[src/rtl/ztcw_pkg.sv]
// ----------------------------------------------------------------------------
// ztcw_pkg: shared types and constants of the archive record walker
// Walk phases, status codes, result word layout and name checker control.
// ----------------------------------------------------------------------------
`timescale 1ns / 1ps

package ztcw_pkg;

  localparam logic [31:0] ARC_MAGIC   = 32'h01ab_bbd6;
  localparam logic [31:0] FIRST_STAMP = 32'h0000_3bc4;
  localparam int unsigned FIXED_LEN   = 32'h12;
  localparam int unsigned OVERHEAD    = 32'h16;
  localparam int unsigned MIN_SPAN    = 28;
  localparam int unsigned HDR_LEN     = 10;
  localparam logic [7:0]  CH_LOW      = 8'h20;
  localparam logic [7:0]  CH_HIGH     = 8'h7e;
  localparam logic [7:0]  CH_BSLASH   = 8'h5c;
  localparam logic [7:0]  CH_SLASH    = 8'h2f;
  localparam logic [7:0]  CH_DOT      = 8'h2e;
  localparam logic [32:0] POS_MAX     = 33'h1_ffff_ffff;

  // configuration register indexes
  localparam logic        REG_SPAN    = 1'b0;
  localparam logic        REG_BASE    = 1'b1;

  typedef enum logic [3:0] {
    ST_OK        = 4'd0,
    ST_SHORT     = 4'd1,
    ST_MAGIC     = 4'd2,
    ST_COUNT     = 4'd3,
    ST_SIZE      = 4'd4,
    ST_NAMESIZE  = 4'd5,
    ST_TOTAL     = 4'd6,
    ST_STAMP     = 4'd7,
    ST_RANGE     = 4'd8,
    ST_CHECK     = 4'd9,
    ST_EMPTYNAME = 4'd10,
    ST_CHAR      = 4'd11,
    ST_PATH      = 4'd12
  } status_e;

  typedef enum logic [5:0] {
    PH_IDLE   = 6'b000001,
    PH_HEADER = 6'b000010,
    PH_FIXED  = 6'b000100,
    PH_NAME   = 6'b001000,
    PH_CHECK  = 6'b010000,
    PH_SKIP   = 6'b100000
  } phase_e;

  typedef struct packed {
    logic        kind;
    logic [3:0]  status;
    logic [16:0] record_index;
    logic [32:0] hdr_offset;
    logic [32:0] payload_offset;
    logic [30:0] packed_size;
    logic [30:0] raw_size;
    logic [12:0] name_chars;
    logic [31:0] arc_total;
    logic [16:0] record_count;
    logic        last;
  } res_t;

  // Name checker control from the walker
  typedef struct packed {
    logic       init;
    logic       byte_en;
    logic       last;
    logic [7:0] data;
  } nc_ctrl_t;

  // Name checker verdict
  typedef struct packed {
    logic        nul;
    logic        badchar;
    logic        pathbad;
    logic [12:0] chars;
  } nc_stat_t;

  // End-of-archive summary word
  function automatic res_t make_end(status_e st, logic [16:0] count, logic [31:0] size);
    res_t r;
    r              = '0;
    r.kind         = 1'b1;
    r.status       = st;
    r.arc_total    = size;
    r.record_count = count;
    r.last         = 1'b1;
    return r;
  endfunction

endpackage

[src/rtl/ztcw_name_chk.sv]
// ----------------------------------------------------------------------------
// ztcw_name_chk: record name rule checker
// Tracks NUL end, printable range, leading slash and dot-dot components.
// ----------------------------------------------------------------------------
`timescale 1ns / 1ps

module ztcw_name_chk (
  input  logic              clk_i,
  input  logic              rst_ni,
  input  ztcw_pkg::nc_ctrl_t ctrl_i,
  output ztcw_pkg::nc_stat_t stat_o
);

  logic        nul_q, nul_d;
  logic        bad_q, bad_d;
  logic        path_q, path_d;
  logic        dots_q, dots_d;
  logic [1:0]  len_q, len_d;
  logic [12:0] chars_q, chars_d;
  logic [7:0]  ch;

  // Per-byte update, then the closing of the last component
  always_comb begin
    nul_d   = nul_q;
    bad_d   = bad_q;
    path_d  = path_q;
    dots_d  = dots_q;
    len_d   = len_q;
    chars_d = chars_q;
    ch      = (ctrl_i.data == ztcw_pkg::CH_BSLASH) ? ztcw_pkg::CH_SLASH : ctrl_i.data;
    if (ctrl_i.init) begin
      nul_d   = 1'b0;
      bad_d   = 1'b0;
      path_d  = 1'b0;
      dots_d  = 1'b1;
      len_d   = 2'd0;
      chars_d = '0;
    end else if (ctrl_i.byte_en) begin
      if (!nul_q) begin
        if (ctrl_i.data == 8'd0) begin
          nul_d = 1'b1;
          if (len_q == 2'd2 && dots_q) path_d = 1'b1;
          len_d  = 2'd0;
          dots_d = 1'b1;
        end else begin
          chars_d = chars_q + 13'd1;
          if (ctrl_i.data < ztcw_pkg::CH_LOW || ctrl_i.data > ztcw_pkg::CH_HIGH) bad_d = 1'b1;
          if (ch == ztcw_pkg::CH_SLASH) begin
            if (chars_q == 13'd0) path_d = 1'b1;
            if (len_q == 2'd2 && dots_q) path_d = 1'b1;
            len_d  = 2'd0;
            dots_d = 1'b1;
          end else begin
            if (len_q != 2'd3) len_d = len_q + 2'd1;
            if (ch != ztcw_pkg::CH_DOT) dots_d = 1'b0;
          end
        end
      end
      // end of the name field closes the open component
      if (ctrl_i.last && !nul_d) begin
        if (len_d == 2'd2 && dots_d) path_d = 1'b1;
        len_d  = 2'd0;
        dots_d = 1'b1;
      end
    end
  end

  always_ff @(posedge clk_i or negedge rst_ni) begin
    if (!rst_ni) begin
      nul_q   <= 1'b0;
      bad_q   <= 1'b0;
      path_q  <= 1'b0;
      dots_q  <= 1'b0;
      len_q   <= 2'd0;
      chars_q <= '0;
    end else begin
      nul_q   <= nul_d;
      bad_q   <= bad_d;
      path_q  <= path_d;
      dots_q  <= dots_d;
      len_q   <= len_d;
      chars_q <= chars_d;
    end
  end

  assign stat_o.nul     = nul_q;
  assign stat_o.badchar = bad_q;
  assign stat_o.pathbad = path_q;
  assign stat_o.chars   = chars_q;

endmodule

[src/rtl/ztc_archive_record_walker.sv]
// ----------------------------------------------------------------------------
// ztc_archive_record_walker: chained record walker for archive byte streams
// Checks span and magic, validates each record, emits descriptors and a
// final summary word.
// ----------------------------------------------------------------------------
//  channel | direction | handshake              | payload
//  --------+-----------+------------------------+-------------------------------
//  in      | to block  | in_valid_i / in_stall_o | data_byte_i, start_req_i
//  out     | from block| out_valid_o / out_stall_i| kind_o .. last_o (11 fields)
//  cfg     | to block  | cfg_we_i               | cfg_addr_i, cfg_data_i
//
// One byte per cycle: each byte updates counters and flags in a single pass
// and its results go into a four-word output queue. A byte may yield up to
// two words; input stalls while fewer than two queue slots are free.
// Reset empties the queue and leaves the walk idle until a start byte.
// ----------------------------------------------------------------------------
`timescale 1ns / 1ps

module ztc_archive_record_walker #(
  parameter int unsigned MAX_RECORDS    = 100000,
  parameter int unsigned MAX_NAME_BYTES = 4096
) (
  input  logic        clk_i,
  input  logic        rst_ni,
  input  logic        cfg_we_i,
  input  logic        cfg_addr_i,
  input  logic [31:0] cfg_data_i,
  input  logic        in_valid_i,
  output logic        in_stall_o,
  input  logic [7:0]  data_byte_i,
  input  logic        start_req_i,
  output logic        out_valid_o,
  input  logic        out_stall_i,
  output logic        kind_o,
  output logic [3:0]  status_o,
  output logic [16:0] record_index_o,
  output logic [32:0] hdr_offset_o,
  output logic [32:0] payload_offset_o,
  output logic [30:0] packed_size_o,
  output logic [30:0] raw_size_o,
  output logic [12:0] name_chars_o,
  output logic [31:0] arc_total_o,
  output logic [16:0] record_count_o,
  output logic        last_o
);

  localparam logic [16:0] MaxRec  = 17'(MAX_RECORDS);
  localparam logic [15:0] MaxName = 16'(MAX_NAME_BYTES);

  // configuration
  logic [31:0] span_q, base_q;

  always_ff @(posedge clk_i or negedge rst_ni) begin
    if (!rst_ni) begin
      span_q <= '0;
      base_q <= '0;
    end else if (cfg_we_i) begin
      if (cfg_addr_i == ztcw_pkg::REG_BASE) base_q <= cfg_data_i;
      else                                  span_q <= cfg_data_i;
    end
  end

  // walk state
  ztcw_pkg::phase_e ph_q, ph_d;
  logic [32:0] bpos_q, bpos_d;
  logic [32:0] rs_q, rs_d;
  logic [31:0] fa_q, fa_d;
  logic [31:0] sf0_q, sf0_d, sf1_q, sf1_d, sf2_q, sf2_d;
  logic [12:0] held_q, held_d;
  logic [31:0] chk_q, chk_d;
  logic [12:0] cur_q, cur_d;
  logic [16:0] acc_q, acc_d;

  ztcw_pkg::nc_ctrl_t nc_ctrl;
  ztcw_pkg::nc_stat_t nc_stat;

  ztcw_name_chk u_name_chk (
    .clk_i  (clk_i),
    .rst_ni (rst_ni),
    .ctrl_i (nc_ctrl),
    .stat_o (nc_stat)
  );

  // output queue
  ztcw_pkg::res_t qmem [4];
  logic [1:0] wr_q, rd_q;
  logic [2:0] cnt_q;
  logic       in_acc, pop;
  ztcw_pkg::res_t r0, r1;
  logic [1:0] nres;

  assign in_stall_o  = cnt_q > 3'd2;
  assign in_acc      = in_valid_i && !in_stall_o;
  assign out_valid_o = cnt_q != 3'd0;
  assign pop         = out_valid_o && !out_stall_i;

  // per-byte working values
  ztcw_pkg::phase_e ph;
  logic [32:0] pos, rs, span;
  logic [31:0] fa, fa_sh;
  logic [16:0] acc;
  logic [4:0]  rel;
  logic [15:0] ns;
  logic [33:0] rec_end, data_off, room, next;
  logic [34:0] next_tr;
  logic [31:0] packed_raw;
  logic [33:0] packed_cl;
  logic [13:0] cur_inc;
  logic [33:0] hoff, poff;
  logic [16:0] acc_inc;
  logic [31:0] asize;

  always_comb begin
    ph_d    = ph_q;
    bpos_d  = bpos_q;
    rs_d    = rs_q;
    fa_d    = fa_q;
    sf0_d   = sf0_q;
    sf1_d   = sf1_q;
    sf2_d   = sf2_q;
    held_d  = held_q;
    chk_d   = chk_q;
    cur_d   = cur_q;
    acc_d   = acc_q;
    nc_ctrl = '0;
    r0      = '0;
    r1      = '0;
    nres    = 2'd0;

    span    = {1'b0, span_q};
    pos     = start_req_i ? 33'd0 : bpos_q;
    rs      = start_req_i ? 33'd0 : rs_q;
    fa      = start_req_i ? 32'd0 : fa_q;
    acc     = start_req_i ? 17'd0 : acc_q;
    ph      = start_req_i ? ztcw_pkg::PH_HEADER : ph_q;
    fa_sh   = {data_byte_i, fa[31:8]};
    rel     = pos[4:0] - rs[4:0];
    ns      = fa_sh[31:16];
    rec_end = {1'b0, rs} + 34'(ns) + 34'(ztcw_pkg::OVERHEAD);
    cur_inc = {1'b0, cur_q} + 14'd1;
    data_off   = {1'b0, rs_q} + 34'(ztcw_pkg::OVERHEAD) + 34'(held_q);
    room       = {1'b0, span} - data_off;
    packed_raw = sf2_q - 32'(held_q) - 32'(ztcw_pkg::OVERHEAD);
    packed_cl  = (34'(packed_raw) > room) ? room : 34'(packed_raw);
    next       = {1'b0, rs_q} + 34'(sf2_q);
    next_tr    = {1'b0, next} + 35'd2;
    hoff       = 34'(base_q) + {1'b0, rs_q};
    poff       = 34'(base_q) + data_off;
    acc_inc    = acc_q + 17'd1;
    asize      = (next < {1'b0, span}) ? next[31:0] : span_q;

    if (in_acc) begin
      if (start_req_i) begin
        bpos_d = '0;
        rs_d   = '0;
        fa_d   = '0;
        acc_d  = '0;
        ph_d   = ztcw_pkg::PH_HEADER;
      end
      if (start_req_i && span_q < 32'(ztcw_pkg::MIN_SPAN)) begin
        ph_d = ztcw_pkg::PH_IDLE;
        r0   = ztcw_pkg::make_end(ztcw_pkg::ST_SHORT, 17'd0, 32'd0);
        nres = 2'd1;
      end else if (ph != ztcw_pkg::PH_IDLE) begin
        if (pos != ztcw_pkg::POS_MAX) bpos_d = pos + 33'd1;
        else                          bpos_d = pos;
        case (ph)
          ztcw_pkg::PH_HEADER: begin
            if (pos < 33'd4) fa_d = fa_sh;
            if (pos == 33'd3 && fa_sh != ztcw_pkg::ARC_MAGIC) begin
              ph_d = ztcw_pkg::PH_IDLE;
              r0   = ztcw_pkg::make_end(ztcw_pkg::ST_MAGIC, acc, 32'd0);
              nres = 2'd1;
            end
            if (pos == 33'(ztcw_pkg::HDR_LEN - 1)) begin
              rs_d = 33'(ztcw_pkg::HDR_LEN);
              ph_d = ztcw_pkg::PH_SKIP;
            end
          end
          ztcw_pkg::PH_SKIP, ztcw_pkg::PH_FIXED: begin
            if (ph == ztcw_pkg::PH_FIXED || pos == rs) begin
              ph_d = ztcw_pkg::PH_FIXED;
              fa_d = fa_sh;
              if (rel == 5'd0)  chk_d = 32'(data_byte_i);
              if (rel == 5'd12) chk_d = chk_q + 32'(data_byte_i);
              if (rel == 5'd3)  sf0_d = fa_sh;
              if (rel == 5'd7)  sf1_d = fa_sh;
              if (rel == 5'd11) sf2_d = fa_sh;
              if (rel == 5'(ztcw_pkg::FIXED_LEN - 1)) begin
                // fixed part checks; the first failing check sets the status
                r0   = '0;
                nres = 2'd1;
                if (sf0_q[31]) begin
                  r0 = ztcw_pkg::make_end(ztcw_pkg::ST_SIZE, acc, 32'd0);
                end else if (ns == 16'd0 || ns > MaxName) begin
                  r0 = ztcw_pkg::make_end(ztcw_pkg::ST_NAMESIZE, acc, 32'd0);
                end else if (sf2_q[31] ||
                             33'(sf2_q) < 33'(ns) + 33'(ztcw_pkg::OVERHEAD)) begin
                  r0 = ztcw_pkg::make_end(ztcw_pkg::ST_TOTAL, acc, 32'd0);
                end else if (acc == 17'd0 && sf1_q != ztcw_pkg::FIRST_STAMP) begin
                  r0 = ztcw_pkg::make_end(ztcw_pkg::ST_STAMP, acc, 32'd0);
                end else if (rs > span || rec_end > {1'b0, span}) begin
                  r0 = ztcw_pkg::make_end(ztcw_pkg::ST_RANGE, acc, 32'd0);
                end else begin
                  nres         = 2'd0;
                  held_d       = ns[12:0];
                  cur_d        = '0;
                  nc_ctrl.init = 1'b1;
                  ph_d         = ztcw_pkg::PH_NAME;
                end
                if (nres != 2'd0) ph_d = ztcw_pkg::PH_IDLE;
              end
            end
          end
          ztcw_pkg::PH_NAME: begin
            chk_d           = chk_q + 32'(data_byte_i);
            nc_ctrl.byte_en = 1'b1;
            nc_ctrl.data    = data_byte_i;
            nc_ctrl.last    = cur_inc >= {1'b0, held_q};
            cur_d           = cur_inc[12:0];
            if (nc_ctrl.last) begin
              cur_d = '0;
              ph_d  = ztcw_pkg::PH_CHECK;
            end
          end
          ztcw_pkg::PH_CHECK: begin
            fa_d  = fa_sh;
            cur_d = cur_inc[12:0];
            if (cur_inc >= 14'd4) begin
              nres = 2'd1;
              ph_d = ztcw_pkg::PH_IDLE;
              if (fa_sh != chk_q) begin
                r0 = ztcw_pkg::make_end(ztcw_pkg::ST_CHECK, acc_q, 32'd0);
              end else if (data_off > {1'b0, span}) begin
                r0 = ztcw_pkg::make_end(ztcw_pkg::ST_RANGE, acc_q, 32'd0);
              end else if (nc_stat.chars == 13'd0) begin
                r0 = ztcw_pkg::make_end(ztcw_pkg::ST_EMPTYNAME, acc_q, 32'd0);
              end else if (nc_stat.badchar) begin
                r0 = ztcw_pkg::make_end(ztcw_pkg::ST_CHAR, acc_q, 32'd0);
              end else if (nc_stat.pathbad) begin
                r0 = ztcw_pkg::make_end(ztcw_pkg::ST_PATH, acc_q, 32'd0);
              end else begin
                // record accepted: descriptor, then maybe the summary
                r0.kind           = 1'b0;
                r0.status         = ztcw_pkg::ST_OK;
                r0.record_index   = acc_q;
                r0.hdr_offset     = hoff[32:0];
                r0.payload_offset = poff[32:0];
                r0.packed_size    = packed_cl[30:0];
                r0.raw_size       = sf0_q[30:0];
                r0.name_chars     = nc_stat.chars;
                acc_d             = acc_inc;
                nres              = 2'd2;
                if (next_tr == {2'b0, span}) begin
                  r1 = ztcw_pkg::make_end(ztcw_pkg::ST_OK, acc_inc, asize);
                end else if (next + 34'(ztcw_pkg::FIXED_LEN) > {1'b0, span}) begin
                  r1 = ztcw_pkg::make_end(ztcw_pkg::ST_OK, acc_inc, asize);
                end else if (acc_inc >= MaxRec) begin
                  r1 = ztcw_pkg::make_end(ztcw_pkg::ST_COUNT, acc_inc, 32'd0);
                end else begin
                  nres = 2'd1;
                  rs_d = next[32:0];
                  ph_d = ztcw_pkg::PH_SKIP;
                end
              end
            end
          end
          default: ;
        endcase
      end
    end
  end

  always_ff @(posedge clk_i or negedge rst_ni) begin
    if (!rst_ni) begin
      ph_q   <= ztcw_pkg::PH_IDLE;
      bpos_q <= '0;
      rs_q   <= '0;
      fa_q   <= '0;
      sf0_q  <= '0;
      sf1_q  <= '0;
      sf2_q  <= '0;
      held_q <= '0;
      chk_q  <= '0;
      cur_q  <= '0;
      acc_q  <= '0;
    end else begin
      ph_q   <= ph_d;
      bpos_q <= bpos_d;
      rs_q   <= rs_d;
      fa_q   <= fa_d;
      sf0_q  <= sf0_d;
      sf1_q  <= sf1_d;
      sf2_q  <= sf2_d;
      held_q <= held_d;
      chk_q  <= chk_d;
      cur_q  <= cur_d;
      acc_q  <= acc_d;
    end
  end

  // result queue storage
  always_ff @(posedge clk_i) begin
    if (nres != 2'd0) qmem[wr_q] <= r0;
    if (nres == 2'd2) qmem[wr_q + 2'd1] <= r1;
  end

  always_ff @(posedge clk_i or negedge rst_ni) begin
    if (!rst_ni) begin
      wr_q  <= '0;
      rd_q  <= '0;
      cnt_q <= '0;
    end else begin
      wr_q  <= wr_q + nres;
      if (pop) rd_q <= rd_q + 2'd1;
      cnt_q <= cnt_q + 3'(nres) - 3'(pop);
    end
  end

  ztcw_pkg::res_t head;
  assign head             = qmem[rd_q];
  assign kind_o           = head.kind;
  assign status_o         = head.status;
  assign record_index_o   = head.record_index;
  assign hdr_offset_o     = head.hdr_offset;
  assign payload_offset_o = head.payload_offset;
  assign packed_size_o    = head.packed_size;
  assign raw_size_o       = head.raw_size;
  assign name_chars_o     = head.name_chars;
  assign arc_total_o      = head.arc_total;
  assign record_count_o   = head.record_count;
  assign last_o           = head.last;

endmodule

[config.mk]
export PLATFORM = sky130hd
export DESIGN_NAME = ztc_archive_record_walker
export DESIGN_NICKNAME = d
export VERILOG_FILES = /design/src/rtl/ztcw_pkg.sv /design/src/rtl/ztcw_name_chk.sv /design/src/rtl/ztc_archive_record_walker.sv
export SDC_FILE = /design/constraint.sdc
export NUM_CORES = 2
export LEC_CHECK = 0
export BUFFER_PORTS_ARGS = -buffer_cell sky130_fd_sc_hd__buf_4
export CAP_MARGIN = 20
export CORE_MARGIN = 8
export CORE_UTILIZATION = 60
export CTS_BUF_LIST = sky130_fd_sc_hd__clkbuf_16
export DETAILED_ROUTE_END_ITERATION = 7
export HOLD_SLACK_MARGIN = 0.05
export MAX_ROUTING_LAYER = met4
export PLACE_DENSITY_LB_ADDON = 0.15
export SLEW_MARGIN = 20
export SYNTH_ARGS = -nofsm -noshare
export SYNTH_HDL_FRONTEND = slang
export SYNTH_SLANG_ARGS = --single-unit
[constraint.sdc]
create_clock -name clk_i -period 10.5 [get_ports clk_i]
set_input_delay 1.05 -clock clk_i [delete_from_list [all_inputs] [get_ports clk_i]]
set_output_delay 1.05 -clock clk_i [all_outputs]
set_load 0.01 [all_outputs]
=== Word level (Yosys, flattened, before mapping) ===
Memories as Yosys holds them, arrays and structs flattened.
Cells that the tools add are included.

* Input bits: 47
* Memories kept: 1
* Flip-flop bits (word level): 365
* Output and inout port bits: 215
* RAM bits: 852

* Add/subtract/negate cells: 25
* $lt $le $gt $ge: 16
* Reductions and logical operators: 39
* Equal/unequal tests: 36
* Bitwise gates (word level): 7
* Muxes and demuxes: 192

{| class="wikitable"
|+ Memories
! memory !! words !! bits a word !! read ports !! clocked after memory_dff !! write ports !! line !! RTL
|-
| qmem || 4 || 213 || 1 || 0 || 2 || ztc_archive_record_walker.sv:85 || <nowiki>ztcw_pkg::res_t qmem [4];</nowiki>
|}

{| class="wikitable"
|+ Operators with widths
! operator !! count
|-
| 213-bit 2-to-1 mux || 29
|-
| 213-bit case mux with 3 select lines || 1
|-
| 33-bit 2-to-1 mux || 17
|-
| 32-bit 2-to-1 mux || 9
|-
| 17-bit 2-to-1 mux || 10
|-
| 163-bit 2-to-1 mux || 1
|-
| 13-bit 2-to-1 mux || 12
|-
| 34-bit by 32-bit > comparator with 1-bit output || 3
|-
| 6-bit 2-to-1 mux || 17
|-
| 32-bit case mux with 3 select lines || 1
|-
| 34-bit by 5-bit adder with 34-bit output (second input constant) || 2
|-
| 32-bit by 33-bit adder with 33-bit output || 2
|-
| 33-bit case mux with 2 select lines || 1
|-
| 32-bit case mux with 2 select lines || 1
|-
| 2-bit 2-to-1 mux || 29
|-
| 1-bit 2-to-1 mux || 48
|-
| 13-bit case mux with 3 select lines || 1
|-
| 34-bit by 2-bit adder with 35-bit output (second input constant) || 1
|-
| 35-bit by 32-bit equality test with 1-bit output || 1
|-
| 33-bit by 16-bit adder with 34-bit output || 1
|-
| 33-bit by 32-bit adder with 34-bit output || 1
|-
| 33-bit by 5-bit adder with 34-bit output (second input constant) || 1
|-
| 34-bit by 13-bit adder with 34-bit output || 1
|-
| 32-bit by 34-bit > comparator with 1-bit output || 1
|-
| other kinds (74) || 124
|}

=== Depth between registers and ports, before layout ===
* Depth after elaboration: 30
* Gate-level depth with buffers: 44
* Depth with buffers taken out: 41

=== Cells and area by module ===
From an unflattened synthesis, not the netlist that was laid out.

* Cells, all modules: 7661
* Area, all modules: 71198.3 um^2

{| class="wikitable"
|+ Modules (own cells, without submodules)
! module !! instances !! cells each !! area an instance (um^2) !! sequential area each (um^2)
|-
| ztc_archive_record_walker || 1 || 7525 || 69914.6 || 27517.6
|-
| ztcw_name_chk || 1 || 136 || 1283.7 || 475.5
|}

=== Least setup slack after synthesis ===
No wires, ideal clock.

* Path kind: input to register
* From: in start_req_i
* To: mem qmem[3][0] in the netlist's numbering, enable pin
* Setup slack: 1052 ps
* Data arrival time: 9041 ps
* Data required time: 10094 ps
* Library setup time: 406 ps
* Stages on the path: 40
* Path buffers: 9
* Cell sequence: clkbuf_1 clkbuf_1 clkbuf_1 buf_1 clkbuf_1 clkbuf_1 nor2b_1 ha_1 ha_1 inv_1 o21bai_1 a21oi_1 o21bai_1 a21oi_1 nor2b_1 o21a_1 o21ai_0 nand2b_1 (+4 left out) ha_1 a21o_1 a21o_1 a21oi_1 nor2b_1 o21ai_0 a21o_1 a31oi_1 o221ai_1 nand4_1 o31ai_1 a31oi_1 nand3_1 clkbuf_1 and2_1 buf_2 buf_4 inv_1

{| class="wikitable"
|+ RTL lines
! what !! line !! RTL
|-
| start, declared || ztc_archive_record_walker.sv:31 || <nowiki>input logic start_req_i,</nowiki>
|-
| end, declared || ztc_archive_record_walker.sv:85 ||
|}

==> impl_results.md <==
* Multi-input logic area at 0.0380 mm2
* Antenna-violating nets left at 0
* Ys flop type: dfxtp_1
* Synth area leader: dfxtp_1
* Row count at 124
* Hold slack at 0.251 ns
* Pre-CTS setup slack at 0.960 ns
* Power after layout at 12.8 mW
* Count of hold-fix buffers inserted at cts at 0
* Fin crit share at 0.918
* Storage cell area at 0.0280 mm2
* Synth top area share at 0.186
* Post-DP HPWL at 180000 um
* Power per cell area at 167 mW/mm2
* Vias at 59883
* Skew-Pair Late Insertion Delay at 0.77 ns
* Total track usage at 0.389
* H-tree levels at 4
* Cell count after synthesis at 7211
* Clock Power Share at 0.360
* Slowest library cell on the worst path: a2111oi_4
* WL per Instance at 27.8 um
* Number of global-route vias before repair at 56290
* Worst Max-Slew Pin Slew at 1.24 ns
* Switch share at 0.319
* Setup tns final at 0 ns
* DRT iter0 DRCs at 7222
* DRC at 0
* Worst-path maximum fanout at 22
* R2R depth at 36
* Shortest period the worst path allows at 9.64 ns
* Drt first pass iters at 6
* Reg2reg end: qmem[3][120]
* Post-synth top cells: 689 x o21ai_0, 640 x dfxtp_1, 593 x nor2_1
* Final GP Congestion at 1.04
* Top cells by area in the synthesized netlist: dfxtp_1 19%, dfrtp_1 13%, edfxtp_1 9.1%, ha_1 7.8%, mux4_2 6.9%
* Syn_nets at 7694
* Longest Clk Path Bufs at 3
* Most frequent cell after synthesis: o21ai_0
* Post-synthesis sequential area ratio at 0.407
* Clk pin slew, worst setup/hold paths at 0.06 ns
* CTS sink cnt at 1205
* Fmax at 104 MHz
* Max-cap violations at 0
* Synth Warn # at 0
* Crit. End Element: flip-flop
* Final hold vios at 0
* Slew Limit Fails at 0
* Outcome: finished clean
* Reg2reg start: rs_q[1]
* RSZ-0062 raised after global routing: false
* Gr ovfl total at 0
* Final WL at 247000 um
* Layout cells sized above 1 at 0.141
* Syn Area/Cell at 9.53 um2
* Clock skew at 0.0439 ns
* Largest net degree at the start of global routing at 240
* Synth unique cells at 112
* Combinational Power Share at 0.238
* Die height at 354 um
* Filler cell count at 9113
* Final setup fails at 0
* Layout area overhead at 11.1%
* Kind of critical path: flip-flop to flip-flop
* Initial Util at 0.603
* Total core area at 0.114 mm2
* Total internal power at 8.71 mW
* Async S/R FF share, synth at 0.296
* Critical path startpoint category: flip-flop
* Arrival time worst endpoint at 10.24 ns
* Fin nets at 7756
* I/O Pins at 262
* Worst Hold Class: input port to async pin
* Worst setup margin at 0.860 ns
* Peak supply drop at 181 uV
* Antenna violations before repair at 14
* Number of synthesized flops with an enable pin at 208
* Routed vias/inst at 6.73
* R2r setup slk at 0.86 ns
* Post CTS Setup Buffer Count at 0
* Synthesized area at 0.0687 mm2
* TritonCTS clock tree: built
* Die width at 354 um
* CP max stage delay at 0.85 ns
* Die Area at 0.126 mm2
* First-pass GRT wire length at 366000 um
* Port bufs at 261
* WP data required at 11.10 ns
* Pleak at 31.4 nW
* Seq cells post-synth at 1205
* Clk root buf: clkbuf_16
* Psw at 4.07 mW
* Post-CTS resize count at 0
* Max_slew headroom at 0.173
* Num CTS Buffers at 132
* Power share of the sequential group at 0.401
## stage by stage
| step | util | area [um2] | std cells |
|---|---|---|---|
| 3_3_place_gp | 0.632 | 72000 | 8649 |
| 2_1_floorplan | - | 68700 | 7211 |
| 4_1_cts | 0.669 | 76300 | 8884 |
| 3_5_place_dp | 0.632 | 72000 | 8649 |
| 6_report | 0.670 | 76400 | 8896 |
| 5_1_grt | 0.670 | 76400 | 8896 |
## cells in the final DEF (no fill, tap or decap), drive strengths merged, types with 25 or more instances in the layout
cell type and count:
a22o 85, xor2 134, o21ai 706, o21a 38, inv 321, dfrtp 356
a21o 149, xnor2 223, clkbuf 137, mux2i 60, and3 71, o31ai 38
nor2b 85, nand3 493, mux4 212, nand4 91, buf 392, and2 43
nor4 52, or3 39, dfxtp 640, nor3 110, clkinv 44, o22ai 56
ha 426, a211oi 33, mux2 62, o2bb2ai 109, and4 25, a31oi 39
a21oi 282, o211ai 30, nand2b 30, edfxtp 208, o21bai 35, a31o 117
nor2 594, nand2 558
## state kept, by name (all words and copies together), names as in the netlist, 32 cells and up
name,count
base_q,32
sf0_q,32
span_q,32
chk_q,32
rs_q,33
bpos_q,33
sf1_q,32
qmem,848
sf2_q,32
## kinds of logic after synthesis
kind of cell,synth area share
simple gates,0.158
compound gates,0.176
flops,0.407
buf+inv,0.0427
fa+ha+maj,0.0805
xor+xnor,0.0471
mux,0.0884
## power by group through the flow
stage                     clock network (mW)  logic (mW)  registers (mW)
after floorplan                            0        2.03            4.98
after global placement                     0        2.99            5.21
after detailed placement                   0        3.02            5.21
after CTS                               4.63        3.03            5.11
after global routing                    4.81        3.23            5.14
final                                   4.61        3.05            5.13
## cell type report
cell class              instances  share of cell area
flip-flops and latches       1205               0.367
diodes                         10            0.000328
inverters                     278              0.0137
well taps                    1512              0.0248
multi-input cells            5264               0.497
clock buffers                 137              0.0449
repair buffers                392              0.0419
clock inverters                98              0.0107
## layer usage
metal / up-vias / global-route usage / routed length (um)
met5: - / - / 0
met4: 0 / 0.150 / 11300
met3: 533 / 0.0791 / 25300
met2: 3202 / 0.574 / 109000
met1: 29581 / 0.529 / 102000
li1: 26567 / - / -
## how the worst max path moves through the flow
| stage | cells past startpoint | startpoint | end |
|---|---|---|---|
| final | 36 | rs_q[1] | qmem[3][120] |
| after global routing | 36 | rs_q[1] | qmem[3][120] |
| after CTS | 36 | rs_q[1] | qmem[3][120] |
| after detailed placement | 41 | start_req_i | qmem[2][87] |
| after global placement | 40 | start_req_i | qmem[2][85] |
| after floorplan | 40 | start_req_i | qmem[3][0] |
## critical path, delay by kind of cell (launching register included)
family,cells,cell delay (ns)
xor+xnor,2,0.51
simple gates,5,0.68
fa+ha+maj,5,1.64
flops,1,0.76
compound gates,18,4.73
buf+inv,5,0.60
mux,1,0.53
No activity file was read; power rests on OpenSTA's default activity.
